--- src/rtl/isa_ram.sv ---
// Generic simple dual-port RAM with registered read.
`default_nettype none
module isa_ram #(
  parameter int WIDTH = 8,
  parameter int DEPTH = 16
) (
  input  wire logic                     clk,
  input  wire logic                     we,
  input  wire logic [$clog2(DEPTH)-1:0] waddr,
  input  wire logic [WIDTH-1:0]         wdata,
  input  wire logic                     re,
  input  wire logic [$clog2(DEPTH)-1:0] raddr,
  output logic      [WIDTH-1:0]         rdata
);
  logic [WIDTH-1:0] mem [DEPTH];

  always_ff @(posedge clk) begin
    if (we) begin
      mem[waddr] <= wdata;
    end
    if (re) begin
      rdata <= mem[raddr];
    end
  end
endmodule
`default_nettype wire

--- config.mk ---
export PLATFORM = sky130hd
export DESIGN_NAME = isa_ram
export DESIGN_NICKNAME = d
export VERILOG_FILES = /design/src/rtl/isa_ram.sv
export SDC_FILE = /design/constraint.sdc
export NUM_CORES = 1
export LEC_CHECK = 0
export CAP_MARGIN = 25
export CORE_ASPECT_RATIO = 0.9
export CORE_MARGIN = 2
export CORE_UTILIZATION = 42
export DETAILED_ROUTE_END_ITERATION = 6
export DONT_BUFFER_PORTS = 1
export SLEW_MARGIN = 20
export SYNTH_ARGS = -nofsm -noshare
export SYNTH_HDL_FRONTEND = slang
export SYNTH_SLANG_ARGS = --single-unit
--- constraint.sdc ---
create_clock -name clk -period 1.6 [get_ports clk]
set_input_delay 0.08 -clock clk [delete_from_list [all_inputs] [get_ports clk]]
set_output_delay 0.08 -clock clk [all_outputs]
set_load 0.005 [all_outputs]
==> results.cfg <==
[cts]
clock_latency_ns = 0.41
root_buffer = clkbuf_16
htreeDepth = 4
post_cts_buffers = 0
clock_path_buffers = 2
cts_tree = built
clock-sinks = 136
cts_buffers = 17
clkTransAtPathRegs_ns = 0.06

[synth]
ys_warn_count = 0
syn_area_mm2 = 0.00523
synth_top_family_by_area = multiplexers
synth_compound_area_frac = 0.0230
ys_ff_latch = 136
synth_fa_ha_area_frac = 0
yosys-mux-area-fraction = 0.148
syn_nets = 248
postSynthCellCount = 229
synth_cell_types = 18
yosysSeqAreaShare = 0.781
postSynthAreaPerCell_um2 = 22.8
synth-simple-area-share = 0.0314
synthXorXnorAreaFrac = 0

[die]
ioPinCount = 27
core-area_mm2 = 0.0121
die_h_um = 110
die-area_mm2 = 0.0134
die_w_um = 122
initial_core_util = 0.431
rows = 38

[finish]
syn2layout_area_growth_pct = 17.5
n_antenna_cell = 0
final_cell_area_mm2 = 0.00614
layout_commonest_cell = edfxtp_1
fin_cells = 438
final_nets = 284
drive_above_1_share = 0.219
final_cell_mix = 136 x edfxtp_1, 18 x mux4_2, 18 x buf_4

[sta]
tns_ns = 0
holdWs_ns = 0.0411
finalSetupViolations = 0
fmax_mhz = 655
rsz0062_at_grt = no
fin_crit_sh = 0.954
hold_violations = 0
maxSlewViolCount = 0
relSlewSlack = 0.586
layout_min_cycle_time_ns = 1.53
worst_clock_skew_ns = 0.0106
worst_pin_slew_ns = 0.619
fin_ws_ns = 0.0730

[critical_path]
crit_start = mem[6][3]$_DFFE_PP_
criticalPathCategory = register to register
endpoint_kind = register
reg2reg_from = mem[6][3]$_DFFE_PP_
cp.required_ns = 1.75
path_max_fanout = 1
cp-start-kind = register
cp.arrival_ns = 1.67

[grt]
antenna_found_initial = 0
grt_pass1_wl_um = 15000
grt_usage = 0.165
grt_max_degree = 33
first_global_vias = 2462
overflow = 0

[placement]
placed_area_mm2 = 0.00548
gp_congestion = 0.703
dp.cells = 397
portBuffers = 0
pre_cts_slack_ns = 0.0620
dp_hpwl_um = 6040

[hold_path]
hp-start = waddr[0]
hp-class = input pin to register

[drt]
first_iter_violations = 317
wire_per_inst_um = 22.3
routed_wl_um = 9780
drc = 0
vias = 2339
viasPerCell = 5.34
dr.pass1.iters = 4
ant_nets = 0

[status]
outcome = finished clean

[power]
peakVddDrop_uv = 804
p_leak_uw = 0.00201
p_per_area_mw_per_mm2 = 1310

[flow_run]
maxCapViolCount = 0
[area by class of cell]
cell class              count  area [um2]
well taps                 160         200
repair buffers             27         225
clock buffers              21         440
fillers                   973        5980
flip-flops and latches    136        4080
clock inverters            11         130
multi-input cells          83        1060
[cell families (layout without fill, tap and decap cells)]
logic type | count (synthesis) | in the layout
compound gates | 16 | 16
mux | 32 | 32
simple gates | 35 | 35
flops | 136 | 136
buf+inv | 10 | 59
[sequential cells by signal, indices dropped and copies added (netlist names)]
register and flops:
mem 128, rdata 8
[stage by stage]
step	total power (uW)	utilization
2_1_floorplan	4310	-
3_3_place_gp	4330	0.452
3_5_place_dp	4340	0.452
4_1_cts	8140	0.506
5_1_grt	8310	0.507
6_report	8060	0.507
[path summary, 6_finish.rpt]
path         slack [ns]  cells past startpoint             endpoint
max                0.07                      3   rdata[3]$_DFFE_PP_
min                0.04                      2  mem[0][0]$_DFFE_PP_
max reg2reg        0.07                      3   rdata[3]$_DFFE_PP_
min reg2reg        0.75                      3   rdata[4]$_DFFE_PP_
[worst max-delay path, stage by stage, from the launching register on]
cell and delay, ns:
edfxtp_1 0.36, mux4_1 0.53, a22oi_1 0.25, nand2_1 0.13
[cells in the mapped netlist (all sizes together)]
master	instances	area [um2]
buf	7	56.3
nand3b	2	15.0
nand2	9	33.8
nand3	1	5.00
mux4	32	773
a22oi	16	120
nor2	13	48.8
nor2b	1	6.26
and2	1	6.26
or3b	1	8.76
clkdlybuf4s25	3	30.0
and2b	1	7.51
edfxtp	136	4080
nor3	4	20.0
nand2b	2	12.5
[what timing repair did]
item | in CTS | in global routing
endpoints found under the hold margin | 136 | 0
setup endpoints to repair | 0 | 1
hold buffers | 9 | 0
gates resized for setup | 0 | 1
[routing by layer]
metal,GRT usage,part of all wire
met5,0,0
met4,0.0624,0.012
met2,0.253,0.48
met1,0.223,0.47
met3,0.0545,0.033
[power by group]
group | switching (uW) | leakage (uW) | internal [uW]
Clock | 1320 | 0.000273 | 2420
Sequential | 22.9 | 0.00124 | 4020
Combinational | 149 | 0.000504 | 139
Note: power is estimated with default switching activity, not from simulation.
